### src/sv/rcwc_pkg.sv
// ----------------------------------------------------------------------------
// rcwc_pkg: shared types and constants
// Types, codes and fixed constants for the Reno window control block.
// ----------------------------------------------------------------------------
package rcwc_pkg;

  localparam int SeqBitsDefault  = 16;
  localparam int WinFracDefault  = 8;
  localparam int WinW            = 24;
  localparam int ThrW            = 16;
  localparam int LimW            = 19;
  localparam int RttW            = 24;
  localparam int CfgW            = 16;

  localparam logic [1:0] CMD_ACK     = 2'd0;
  localparam logic [1:0] CMD_TIMEOUT = 2'd1;
  localparam logic [1:0] CMD_SEND    = 2'd2;

  localparam logic [1:0] PH_SLOW  = 2'd0;
  localparam logic [1:0] PH_AVOID = 2'd1;
  localparam logic [1:0] PH_FAST  = 2'd2;

  localparam logic [1:0] REG_INIT_THR  = 2'd0;
  localparam logic [1:0] REG_FIRST_BASE = 2'd1;
  localparam logic [1:0] REG_FINAL_SEQ = 2'd2;

  localparam logic [RttW-1:0] MeanReset = RttW'(16000);

  typedef struct packed {
    logic [1:0]  command;
    logic [15:0] ack_number;
    logic        ack_good;
    logic [15:0] rtt_sample;
  } in_item_t;

  typedef struct packed {
    logic            send_granted;
    logic [15:0]     send_number;
    logic            rewound;
    logic [1:0]      phase;
    logic [WinW-1:0] window;
    logic [ThrW-1:0] threshold;
    logic [15:0]     acked_base;
    logic            transfer_done;
    logic [LimW-1:0] timer_limit;
  } out_item_t;

  // controller to datapath
  typedef struct packed {
    logic load;       // capture input item
    logic div_start;  // start reciprocal division
    logic div_step;   // one quotient bit
    logic commit;     // apply state update and build result
  } dp_cmd_t;

  // datapath to controller
  typedef struct packed {
    logic need_div;   // item is an in-order ack in avoidance
    logic div_done;
  } dp_status_t;

endpackage

### src/sv/rcwc_ctrl.sv
// ----------------------------------------------------------------------------
// rcwc_ctrl: sequencing controller
// Accepts an item, runs the divider when needed, commits and holds the result.
// ----------------------------------------------------------------------------
module rcwc_ctrl (
  input  logic                 clk_i,
  input  logic                 rst_ni,
  input  logic                 in_valid_i,
  output logic                 in_stall_o,
  output logic                 out_valid_o,
  input  logic                 out_stall_i,
  input  rcwc_pkg::dp_status_t status_i,
  output rcwc_pkg::dp_cmd_t    cmd_o
);

  localparam logic [1:0] S_IDLE = 2'd0;
  localparam logic [1:0] S_DECIDE = 2'd1;
  localparam logic [1:0] S_DIV  = 2'd2;
  localparam logic [1:0] S_COMMIT = 2'd3;

  logic [1:0] state_q, state_d;
  logic       ovalid_q, ovalid_d;
  logic       accept;

  // input waits while busy or while a held result is being stalled
  assign in_stall_o  = (state_q != S_IDLE) || (ovalid_q && out_stall_i);
  assign accept      = in_valid_i && !in_stall_o;
  assign out_valid_o = ovalid_q;

  always_comb begin
    state_d  = state_q;
    ovalid_d = ovalid_q;
    cmd_o    = '0;
    if (ovalid_q && !out_stall_i) begin
      ovalid_d = 1'b0;
    end
    unique case (state_q)
      S_IDLE: begin
        if (accept) begin
          cmd_o.load = 1'b1;
          state_d    = S_DECIDE;
        end
      end
      S_DECIDE: begin
        if (status_i.need_div) begin
          cmd_o.div_start = 1'b1;
          state_d         = S_DIV;
        end else begin
          state_d = S_COMMIT;
        end
      end
      S_DIV: begin
        cmd_o.div_step = 1'b1;
        if (status_i.div_done) begin
          state_d = S_COMMIT;
        end
      end
      S_COMMIT: begin
        if (!ovalid_q || !out_stall_i) begin
          cmd_o.commit = 1'b1;
          ovalid_d     = 1'b1;
          state_d      = S_IDLE;
        end
      end
      default: state_d = S_IDLE;
    endcase
  end

  always_ff @(posedge clk_i or negedge rst_ni) begin
    if (!rst_ni) begin
      state_q  <= S_IDLE;
      ovalid_q <= 1'b0;
    end else begin
      state_q  <= state_d;
      ovalid_q <= ovalid_d;
    end
  end

endmodule

### src/sv/rcwc_dp.sv
// ----------------------------------------------------------------------------
// rcwc_dp: window, sequence and rtt datapath
// Holds the protocol state, the restoring divider and the result register.
// ----------------------------------------------------------------------------
module rcwc_dp #(
  parameter int WinFrac = rcwc_pkg::WinFracDefault
) (
  input  logic                      clk_i,
  input  logic                      rst_ni,
  input  logic                      cfg_we_i,
  input  logic [1:0]                cfg_index_i,
  input  logic [rcwc_pkg::CfgW-1:0] cfg_data_i,
  input  rcwc_pkg::in_item_t        in_data_i,
  input  rcwc_pkg::dp_cmd_t         cmd_i,
  output rcwc_pkg::dp_status_t      status_o,
  output rcwc_pkg::out_item_t       out_data_o
);

  localparam int SeqBits = rcwc_pkg::SeqBitsDefault;
  localparam int WinW  = rcwc_pkg::WinW;
  localparam int ThrW  = rcwc_pkg::ThrW;
  localparam int RttW  = rcwc_pkg::RttW;
  localparam int LimW  = rcwc_pkg::LimW;
  localparam int NumW  = 2 * WinFrac + 1;          // dividend width
  localparam int QW    = NumW;                     // quotient width
  localparam int CntW  = $clog2(NumW + 1);
  localparam int ExtW  = WinW + ThrW + 4;
  localparam logic [WinW-1:0] WinOne = WinW'(1) << WinFrac;
  localparam logic [WinW-1:0] WinMax = '1;

  // state
  logic [1:0]         phase_q;
  logic [WinW-1:0]    win_q;
  logic [ThrW-1:0]    thr_q;
  logic [1:0]         dup_q;
  logic [SeqBits-1:0] base_q, next_q, final_q;
  logic [RttW-1:0]    mean_q, dev_q;
  logic               done_q;
  rcwc_pkg::in_item_t item_q;
  rcwc_pkg::out_item_t res_q;

  // divider
  logic [WinW-1:0]  rem_q;
  logic [QW-1:0]    quo_q;
  logic [NumW-1:0]  num_q;
  logic [CntW-1:0]  cnt_q;
  logic [WinW:0]    trial;

  logic [SeqBits-1:0] ack, ack_dist, outst;
  assign ack      = SeqBits'(item_q.ack_number);
  assign ack_dist = ack - base_q;
  assign outst    = next_q - base_q;

  logic is_ack;
  assign is_ack = (item_q.command == rcwc_pkg::CMD_ACK) && item_q.ack_good && !done_q;
  assign status_o.need_div = is_ack && (ack_dist == SeqBits'(1)) &&
                             (phase_q == rcwc_pkg::PH_AVOID) && (win_q != '0);
  assign status_o.div_done = (cnt_q == CntW'(1));

  assign trial = {rem_q, num_q[NumW-1]} - {1'b0, win_q};

  always_ff @(posedge clk_i) begin
    if (cmd_i.load) begin
      item_q <= in_data_i;
    end
    if (cmd_i.div_start) begin
      rem_q <= '0;
      quo_q <= '0;
      num_q <= NumW'(1) << (2 * WinFrac);
    end else if (cmd_i.div_step) begin
      num_q <= num_q << 1;
      if (!trial[WinW]) begin
        rem_q <= trial[WinW-1:0];
        quo_q <= {quo_q[QW-2:0], 1'b1};
      end else begin
        rem_q <= {rem_q[WinW-2:0], num_q[NumW-1]};
        quo_q <= {quo_q[QW-2:0], 1'b0};
      end
    end
  end

  always_ff @(posedge clk_i or negedge rst_ni) begin
    if (!rst_ni) begin
      cnt_q <= '0;
    end else if (cmd_i.div_start) begin
      cnt_q <= CntW'(NumW);
    end else if (cmd_i.div_step && cnt_q != '0) begin
      cnt_q <= cnt_q - CntW'(1);
    end
  end

  // saturating helpers
  function automatic logic [WinW-1:0] sat(input logic [ExtW-1:0] v);
    sat = (v > ExtW'(WinMax)) ? WinMax : v[WinW-1:0];
  endfunction

  logic [ExtW-1:0] thr_win, halfw;
  logic [ThrW-1:0] half_thr;
  assign halfw    = ExtW'(win_q >> (WinFrac + 1));
  assign half_thr = (halfw > ExtW'({ThrW{1'b1}})) ? '1 : halfw[ThrW-1:0];
  assign thr_win  = ExtW'(thr_q) << WinFrac;

  // rtt update
  logic [RttW+3:0] mean_sum, s8, diff, dev_sum;
  logic [RttW-1:0] mean_new, dev_new;
  assign s8       = (RttW+4)'(item_q.rtt_sample) << 3;
  assign mean_sum = ((RttW+4)'(mean_q) << 3) - (RttW+4)'(mean_q) + s8;
  assign mean_new = mean_sum[RttW+2:3];
  assign diff     = (s8 > (RttW+4)'(mean_new)) ? s8 - (RttW+4)'(mean_new)
                                               : (RttW+4)'(mean_new) - s8;
  assign dev_sum  = ((RttW+4)'(dev_q) << 1) + (RttW+4)'(dev_q) + diff;
  assign dev_new  = dev_sum[RttW+1:2];

  // next state
  logic [1:0]         phase_d;
  logic [WinW-1:0]    win_d;
  logic [ThrW-1:0]    thr_d;
  logic [1:0]         dup_d;
  logic [SeqBits-1:0] base_d, next_d;
  logic [RttW-1:0]    mean_d, dev_d;
  logic               done_d, grant, rew;
  logic [SeqBits-1:0] num;
  logic [ExtW-1:0]    lim_sum;
  logic [LimW-1:0]    lim;

  always_comb begin
    phase_d = phase_q; win_d = win_q; thr_d = thr_q; dup_d = dup_q;
    base_d = base_q; next_d = next_q; mean_d = mean_q; dev_d = dev_q;
    done_d = done_q; grant = 1'b0; rew = 1'b0; num = '0;
    if (is_ack) begin
      if (ack_dist == SeqBits'(1)) begin
        mean_d = mean_new; dev_d = dev_new; base_d = ack;
        if (outst == '0) next_d = ack;
        priority if (phase_q == rcwc_pkg::PH_SLOW) begin
          win_d = sat(ExtW'(win_q) + ExtW'(WinOne));
        end else if (phase_q == rcwc_pkg::PH_AVOID) begin
          if (win_q == '0) win_d = WinOne;
          else win_d = sat(ExtW'(win_q) + ExtW'(quo_q));
        end else begin
          win_d = sat(thr_win);
          phase_d = rcwc_pkg::PH_AVOID;
        end
        dup_d = '0;
        if (phase_d == rcwc_pkg::PH_SLOW && ExtW'(win_d) >= thr_win)
          phase_d = rcwc_pkg::PH_AVOID;
        if (ack == final_q) done_d = 1'b1;
      end else if (ack_dist > SeqBits'(1) && ack_dist <= outst) begin
        mean_d = mean_new; dev_d = dev_new; base_d = ack;
        if (ack == final_q) done_d = 1'b1;
      end else if (ack_dist == '0) begin
        if (phase_q == rcwc_pkg::PH_FAST) begin
          win_d = sat(ExtW'(win_q) + ExtW'(WinOne));
        end else begin
          if (dup_q != 2'd3) dup_d = dup_q + 2'd1;
          if (dup_d == 2'd3) begin
            thr_d   = half_thr;
            win_d   = sat((ExtW'(half_thr) << WinFrac) + ExtW'(3 * WinOne));
            phase_d = rcwc_pkg::PH_FAST;
            next_d  = base_q;
            rew     = 1'b1;
          end
        end
      end
    end else if (item_q.command == rcwc_pkg::CMD_TIMEOUT && !done_q) begin
      thr_d = half_thr; win_d = WinOne; dup_d = '0;
      phase_d = rcwc_pkg::PH_SLOW; next_d = base_q; rew = 1'b1;
    end else if (item_q.command == rcwc_pkg::CMD_SEND && !done_q) begin
      if ((ExtW'(outst) << WinFrac) < ExtW'(win_q) && next_q != final_q) begin
        next_d = next_q + SeqBits'(1);
        grant  = 1'b1;
        num    = next_d;
      end
    end
    lim_sum = (ExtW'(mean_d) + (ExtW'(dev_d) << 2)) >> 3;
    lim     = (lim_sum > ExtW'({LimW{1'b1}})) ? '1 : lim_sum[LimW-1:0];
  end

  always_ff @(posedge clk_i or negedge rst_ni) begin
    if (!rst_ni) begin
      phase_q <= rcwc_pkg::PH_SLOW; win_q <= WinOne; thr_q <= ThrW'(8);
      dup_q <= '0; base_q <= '0; next_q <= '0; final_q <= '0;
      mean_q <= rcwc_pkg::MeanReset; dev_q <= '0; done_q <= 1'b0;
    end else if (cfg_we_i) begin
      unique case (cfg_index_i)
        rcwc_pkg::REG_INIT_THR: begin
          thr_q <= cfg_data_i;
        end
        rcwc_pkg::REG_FIRST_BASE: begin
          base_q <= SeqBits'(cfg_data_i); next_q <= SeqBits'(cfg_data_i);
        end
        rcwc_pkg::REG_FINAL_SEQ: final_q <= SeqBits'(cfg_data_i);
        default: ;
      endcase
    end else if (cmd_i.commit) begin
      phase_q <= phase_d; win_q <= win_d; thr_q <= thr_d; dup_q <= dup_d;
      base_q <= base_d; next_q <= next_d; mean_q <= mean_d; dev_q <= dev_d;
      done_q <= done_d;
    end
  end

  always_ff @(posedge clk_i) begin
    if (cmd_i.commit) begin
      res_q.send_granted  <= grant;
      res_q.send_number   <= 16'(num);
      res_q.rewound       <= rew;
      res_q.phase         <= phase_d;
      res_q.window        <= win_d;
      res_q.threshold     <= thr_d;
      res_q.acked_base    <= 16'(base_d);
      res_q.transfer_done <= done_d;
      res_q.timer_limit   <= lim;
    end
  end

  assign out_data_o = res_q;

endmodule

### src/sv/reno_congestion_window_control_core.sv
// ----------------------------------------------------------------------------
// reno_congestion_window_control_core: Reno sender window control
// Controller plus datapath; one result per input item.
// ----------------------------------------------------------------------------
// an in-order ack in congestion avoidance also runs the divider (restoring
//   divider, one quotient bit a cycle) before the commit
// one item in flight at a time: a new item is taken only once the last one
//   has been committed and no held result is stalled
// reset: asynchronous, active low; item, result and divider data not reset
module reno_congestion_window_control_core #(
  parameter int WinFrac = rcwc_pkg::WinFracDefault
) (
  input  logic                      clk_i,
  input  logic                      rst_ni,
  input  logic                      cfg_we_i,
  input  logic [1:0]                cfg_index_i,
  input  logic [rcwc_pkg::CfgW-1:0] cfg_data_i,
  input  logic                      in_valid_i,
  output logic                      in_stall_o,
  input  rcwc_pkg::in_item_t        in_data_i,
  output logic                      out_valid_o,
  input  logic                      out_stall_i,
  output rcwc_pkg::out_item_t       out_data_o
);

  // command and status between sequencer and datapath
  rcwc_pkg::dp_cmd_t    cmd;
  rcwc_pkg::dp_status_t status;

  rcwc_ctrl u_ctrl (
    .clk_i       (clk_i),
    .rst_ni      (rst_ni),
    .in_valid_i  (in_valid_i),
    .in_stall_o  (in_stall_o),
    .out_valid_o (out_valid_o),
    .out_stall_i (out_stall_i),
    .status_i    (status),
    .cmd_o       (cmd)
  );

  // protocol state, rtt filter, reciprocal divider, result register
  rcwc_dp #(
    .WinFrac (WinFrac)
  ) u_dp (
    .clk_i       (clk_i),
    .rst_ni      (rst_ni),
    .cfg_we_i    (cfg_we_i),
    .cfg_index_i (cfg_index_i),
    .cfg_data_i  (cfg_data_i),
    .in_data_i   (in_data_i),
    .cmd_i       (cmd),
    .status_o    (status),
    .out_data_o  (out_data_o)
  );

endmodule

### config.mk
export PLATFORM = sky130hd
export DESIGN_NAME = reno_congestion_window_control_core
export DESIGN_NICKNAME = d
export VERILOG_FILES = /design/src/sv/rcwc_pkg.sv /design/src/sv/rcwc_ctrl.sv /design/src/sv/rcwc_dp.sv /design/src/sv/reno_congestion_window_control_core.sv
export SDC_FILE = /design/constraint.sdc
export NUM_CORES = 1
export LEC_CHECK = 0
export BUFFER_PORTS_ARGS = -buffer_cell sky130_fd_sc_hd__buf_4
export CORE_MARGIN = 2
export CORE_UTILIZATION = 45
export DETAILED_ROUTE_END_ITERATION = 8
export PLACE_DENSITY = 0.59
export SYNTH_ARGS = -nofsm -noshare
export SYNTH_HDL_FRONTEND = slang
export SYNTH_HIERARCHICAL = 1
export SYNTH_SLANG_ARGS = --single-unit
### constraint.sdc
create_clock -name clk_i -period 13.2 [get_ports clk_i]
set_input_delay 2.64 -clock clk_i [delete_from_list [all_inputs] [get_ports clk_i]]
set_output_delay 2.64 -clock clk_i [all_outputs]
set_load 0.03 [all_outputs]
==> results.cfg, run 1 <==
[critical_path]
slowest_delay_ns = 0.61
critPathTopFamily = compound AO/OA/AOI/OAI gates
crit_top_cell = a21oi_1
cp.arrival_ns = 12.30
required_ns = 13.48
r2r-end = u_dp/out_data_o[18]$_SDFFCE_PN1P_
worstSetupPathType = flop to flop
r2r_slack_ns = 1.19
r2r_start = u_dp/mean_q[2]$_DFFE_PN0P_
critPathLaunchType = flop
cp_max_fo = 19
critPathBufInv = 3
rr_worst_depth = 50
cp-end-kind = flop
slowest_stage = mux2i_4

[route]
vias_per_cell = 6.01
ant_nets = 0
routed_wl_mm = 87.7
vias = 23638
drt_iter0_drc = 2089
drc_errors = 0
dr.pass1.iters = 6
routedWlPerCell_um = 22.3

[synthesis]
syn_inst = 3023
synth_fa_ha_area_share_pct = 14.4
synth_area_mm2 = 0.0268
synth-simple-area-share_pct = 15.9
yosys.area.top_type = edfxtp_1
muxShareOfSynthArea_pct = 5.46
synth_top_family_by_area = compound AO/OA/AOI/OAI gates
synth-xor-area-share_pct = 6.67
synth-edff-count = 131
yosys.cell_types.count = 107
avgSynthCellArea_um2 = 8.87
yosysSeqAreaShare_pct = 31.8
netlist.area_leader.share_pct = 14.7
synth-compound-area-share_pct = 20.5
ys_seq_elements = 322
synthTopCellsByArea = edfxtp_1, dfrtp_1, ha_1, o21ai_0, xnor2_1
synth_flop_cell = dfrtp_1
syn_nets = 3362
synth-warning-count = 6
synth-async-reset-ratio_pct = 46.3

[timing]
worstMarginPinSlew_ns = 1.19
hold_viol = 0
fmax_mhz = 83.2
setup_viol = 0
finalClockSkew_ns = 0.0315
maxSlewViolCount = 0
relSlewSlack_pct = 20.1
timing.final.crit_share_pct = 91.0
rsz0062_at_grt = false
worst_hold_slack_ns = 0.491
tns_ns = 0
period_minus_slack_ns = 12.01

[floorplanning]
fp-row-count = 89
die_h_um = 248
pin_count = 156
die_w_um = 248
start_util_pct = 45.5
core_area_mm2 = 0.0589
dieArea_mm2 = 0.0615

[clock_tree]
clk_latency_ns = 0.60
clock_sinks = 322
clk_pin_slew_worst_paths_ns = 0.06
cts-root-buf = clkbuf_16
cts_tree = yes
cts_setup_buffers = 0
clockBufferDepth = 3
cts_buffers = 41
h-tree-depth = 2

[layout]
final_cell_mix = nand2_1, o21ai_0, inv_1, ha_1, nor2_1
fin_area_mm2 = 0.0300
insertedDiodeCount = 0
syn_to_final_growth_pct = 12.1
nets = 3466
mostFrequentLayoutCell = nand2_1
layout-drive-gt1-share_pct = 13.0
filler_cell_count = 5457

[place]
io_buffers = 155
dp_hpwl_mm = 66.5
dpl_cell_area_mm2 = 0.0287
globalplace.congestion = 0.978

[global_route]
globalRouteTotalUtil_pct = 28.2
first_global_vias = 22979
grt_pass1_wl_mm = 134
grt.overflow.total = 0
antenna_found_initial = 5
grt_max_degree = 77

[status]
outcome = finished, final reports clean

[min_path]
worstHoldPathCells = 2
min_path_type = flop to flop
hp-start = u_dp/rem_q[0]$_SDFFE_PP0P_
min_to = u_dp/rem_q[0]$_SDFFE_PP0P_

[run]
drv_cap = 0
-- sequential cells by signal, indices dropped and copies added, names as in the netlist --
signal / flops
u_dp/out_data_o: 96
u_dp/item_q: 19
u_dp/ack: 16
u_dp/thr_q: 16
u_dp/quo_q: 17
u_ctrl/out_valid_o: 1
u_dp/final_q: 16
u_dp/next_q: 16
u_dp/rem_q: 24
u_dp/done_q: 1
u_dp/cnt_q: 5
u_dp/dev_q: 24
u_dp/num_q: 1
u_dp/dup_q: 2
u_dp/base_q: 16
u_dp/win_q: 24
u_dp/mean_q: 24
u_dp/phase_q: 2
u_ctrl/state_q: 2
-- per-stage QoR --
step | cells | util, % | setup slack, ns
floorplan | 3023 | - | 2.59
global placement | 3857 | 48.7 | 1.20
detailed placement | 3857 | 48.7 | 0.889
CTS | 3933 | 51.0 | 0.883
global route | 3933 | 51.0 | 0.139
finish | 3933 | 51.0 | 1.19
-- worst max path at each step --
stage,startpoint,endpoint,slack [ns],cells after the start
detailed placement,u_dp/mean_q[2]$_DFFE_PN0P_,u_dp/out_data_o[18]$_SDFFCE_PN1P_,0.89,49
CTS,u_dp/mean_q[2]$_DFFE_PN0P_,u_dp/out_data_o[18]$_SDFFCE_PN1P_,0.88,49
global route,u_dp/mean_q[2]$_DFFE_PN0P_,u_dp/out_data_o[18]$_SDFFCE_PN1P_,0.14,50
floorplan,u_dp/mean_q[2]$_DFFE_PN0P_,u_dp/out_data_o[5]$_SDFFCE_PN1P_,2.59,54
finish,u_dp/mean_q[2]$_DFFE_PN0P_,u_dp/out_data_o[18]$_SDFFCE_PN1P_,1.19,50
global placement,u_dp/mean_q[2]$_DFFE_PN0P_,u_dp/out_data_o[10]$_SDFFCE_PN1P_,1.20,49
-- logic make-up (layout without fill, tap and decap cells) --
family,after synthesis,count (layout)
AO/OA/AOI/OAI,845,845
XOR/XNOR,202,202
adder cells (fa/ha/maj),281,281
buffers and inverters,364,501
flip-flops,322,322
multiplexers,133,133
AND/OR/NAND/NOR,876,876
-- cell type report --
type,count,area (um^2),share of cell area (%)
clock buffers,51,1090,3.64
clock inverters,25,269,0.895
well taps,773,967,3.22
inverters,240,901,3.00
flip-flops and latches,322,8510,28.3
repair buffers,185,1390,4.63
multi-input cells,2337,16900,56.3
-- cells in the mapped netlist (all sizes together), types with 35 or more instances --
cell type,count
nand2,285
o21ai,274
ha,235
inv,235
nor2,211
a21oi,179
dfrtp,141
edfxtp,131
xnor2,129
clkbuf,100
mux2,94
a21o,78
xor2,73
nand3,68
nor3,56
nand2b,50
fa,46
dfxtp,42
nand4,40
mux2i,39
o211ai,37
a211oi,35
-- layer usage --
layer	wire, um	track usage, %	vias up
li1	-	-	11085
met1	39200	38.8	11533
met2	39500	45.3	864
met3	6070	4.79	146
met4	2870	8.88	10
met5	68	0	-
-- what timing repair did --
action / 4_1_cts / 5_1_grt
setup endpoints to repair: 0 / 18
hold buffers: 0 / 0
resized for setup: 0 / 2
-- worst register-to-register path, delay by kind of cell (launching register included) --
| kind | cells | cell delay, ns |
|---|---|---|
| mux | 2 | 0.89 |
| xor+xnor | 2 | 0.43 |
| fa+ha+maj | 6 | 2.52 |
| compound gates | 24 | 5.08 |
| buf+inv | 3 | 0.24 |
| simple gates | 13 | 2.06 |
| flops | 1 | 0.50 |
Power of run 1 is not shown: default switching activity piles up to over one toggle a cycle in this logic, so the estimate is an artifact.
==> run 2: changes to the inputs <==
Settings changed: CTS_BUF_LIST from default to sky130_fd_sc_hd__clkbuf_8.
==> results.cfg, run 2 (synthesis results as in run 1) <==
[timing]
worstMarginPinSlew_ns = 1.17
fmax_mhz = 83.1
relSlewSlack_pct = 21.4
rsz0062_at_grt = false
tns_ns = 0
hold_viol = 0
setup_viol = 0
finalClockSkew_ns = 0.0349
period_minus_slack_ns = 12.03
maxSlewViolCount = 0
timing.final.crit_share_pct = 91.1

[critical_path]
worstSetupPathType = flop to flop
r2r_start = u_dp/mean_q[2]$_DFFE_PN0P_
critPathLaunch = u_dp/mean_q[2]$_DFFE_PN0P_
cp_max_fo = 19
r2r-end = u_dp/out_data_o[18]$_SDFFCE_PN1P_
critPathLaunchType = flop
r2r_slack_ns = 1.17
rr_worst_depth = 50
required_ns = 13.60
slowest_stage = mux2i_4
crit_top_cell = a21oi_1
cp-end-kind = flop
cp.arrival_ns = 12.43
slowest_delay_ns = 0.61

[route]
ant_nets = 0
routedWlPerCell_um = 22.2
drc_errors = 0
drt_iter0_drc = 2187
routed_wl_mm = 88.0
dr.pass1.iters = 6
vias = 23810
vias_per_cell = 6.00

[global_route]
antenna_found_initial = 5
first_global_vias = 23221
grt_max_degree = 77
grt.overflow.total = 0
globalRouteTotalUtil_pct = 28.3
grt_pass1_wl_mm = 134

[layout]
mostFrequentLayoutCell = nand2_1
largest_register_ffs = 96
layout-drive-gt1-share_pct = 13.4
multi_input_area_mm2 = 0.0169
fin_area_mm2 = 0.0299
insertedDiodeCount = 0
final_cell_mix = nand2_1, o21ai_0, inv_1, ha_1, nor2_1
filler_cell_count = 5505
regArea_mm2 = 0.00851
nets = 3485
syn_to_final_growth_pct = 11.5

[clock_tree]
clockBufferDepth = 3
holdBufCountCts = 0
cts_setup_buffers = 0
h-tree-depth = 2
clock_sinks = 322
cts_tree = yes
cts_buffers = 60
clk_pin_slew_worst_paths_ns = 0.06
cts-root-buf = clkbuf_8
ctsResizeCount = 0
clk_latency_ns = 0.72

[min_path]
min_path_type = flop to flop
worstHoldPathCells = 2
min_to = u_dp/rem_q[0]$_SDFFE_PP0P_
hp-start = u_dp/rem_q[0]$_SDFFE_PP0P_

[place]
dp_hpwl_mm = 66.5
globalplace.congestion = 0.978
io_buffers = 155
dpl_cell_area_mm2 = 0.0287

[status]
outcome = finished, final reports clean

[floorplanning]
fp-row-count = 89
die_h_um = 248
dieArea_mm2 = 0.0615
start_util_pct = 45.5
die_w_um = 248
core_area_mm2 = 0.0589
pin_count = 156

[run]
drv_cap = 0
run 2: changes by cell type in the layout (fill, tap and decap cells not counted), sizes merged:
cell | previous run | this run
clkinv | 22 | 24
clkbuf | 51 | 67
bufinv | 3 | 1
inv | 238 | 259
clkinvlp | 2 | 3
run 2: area by class of cell:
cell class | count | area share (%)
clock buffer | 67 | 3.09
inverter | 240 | 3.01
sequential | 322 | 28.5
multi-input combinational | 2337 | 56.6
tap | 773 | 3.24
timing repair buffer | 185 | 4.66
clock inverter | 47 | 0.929
run 2: how the worst max path moves through the flow:
| stage | endpoint | slack [ns] | depth (start not counted) |
|---|---|---|---|
| after detailed placement | u_dp/out_data_o[18]$_SDFFCE_PN1P_ | 0.89 | 49 |
| after floorplan | u_dp/out_data_o[5]$_SDFFCE_PN1P_ | 2.59 | 54 |
| after CTS | u_dp/out_data_o[18]$_SDFFCE_PN1P_ | 0.82 | 49 |
| after global placement | u_dp/out_data_o[10]$_SDFFCE_PN1P_ | 1.20 | 49 |
| final | u_dp/out_data_o[18]$_SDFFCE_PN1P_ | 1.17 | 50 |
| after global routing | u_dp/out_data_o[18]$_SDFFCE_PN1P_ | 0.1 | 50 |
run 2: critical path: cells and delay by family, from the launching register on:
| kind | cells | cell delay, ns |
|---|---|---|
| compound gates | 24 | 5.11 |
| xor+xnor | 2 | 0.43 |
| fa+ha+maj | 6 | 2.52 |
| buf+inv | 3 | 0.23 |
| flops | 1 | 0.49 |
| mux | 2 | 0.88 |
| simple gates | 13 | 2.06 |
run 2: routing by layer:
| metal | GRT usage [%] | part of all wire (%) | routed length [um] |
|---|---|---|---|
| met1 | 38.7 | 44 | 39000 |
| met2 | 45.4 | 45 | 39500 |
| met3 | 5.15 | 7.6 | 6670 |
| met4 | 8.86 | 3.2 | 2810 |
| met5 | 0 | 0.081 | 71 |
run 2: stage by stage:
stage / std cells / util [%] / hold slack (ns) / setup WS [ns]
6_report: 3971 / 50.7 / 0.492 / 1.17
2_1_floorplan: 3023 / - / 0.453 / 2.59
4_1_cts: 3971 / 50.7 / 0.495 / 0.824
3_5_place_dp: 3857 / 48.7 / 0.483 / 0.889
3_3_place_gp: 3857 / 48.7 / 0.470 / 1.20
5_1_grt: 3971 / 50.7 / 0.525 / 0.0982
Power of run 2 is left out for the same reason.
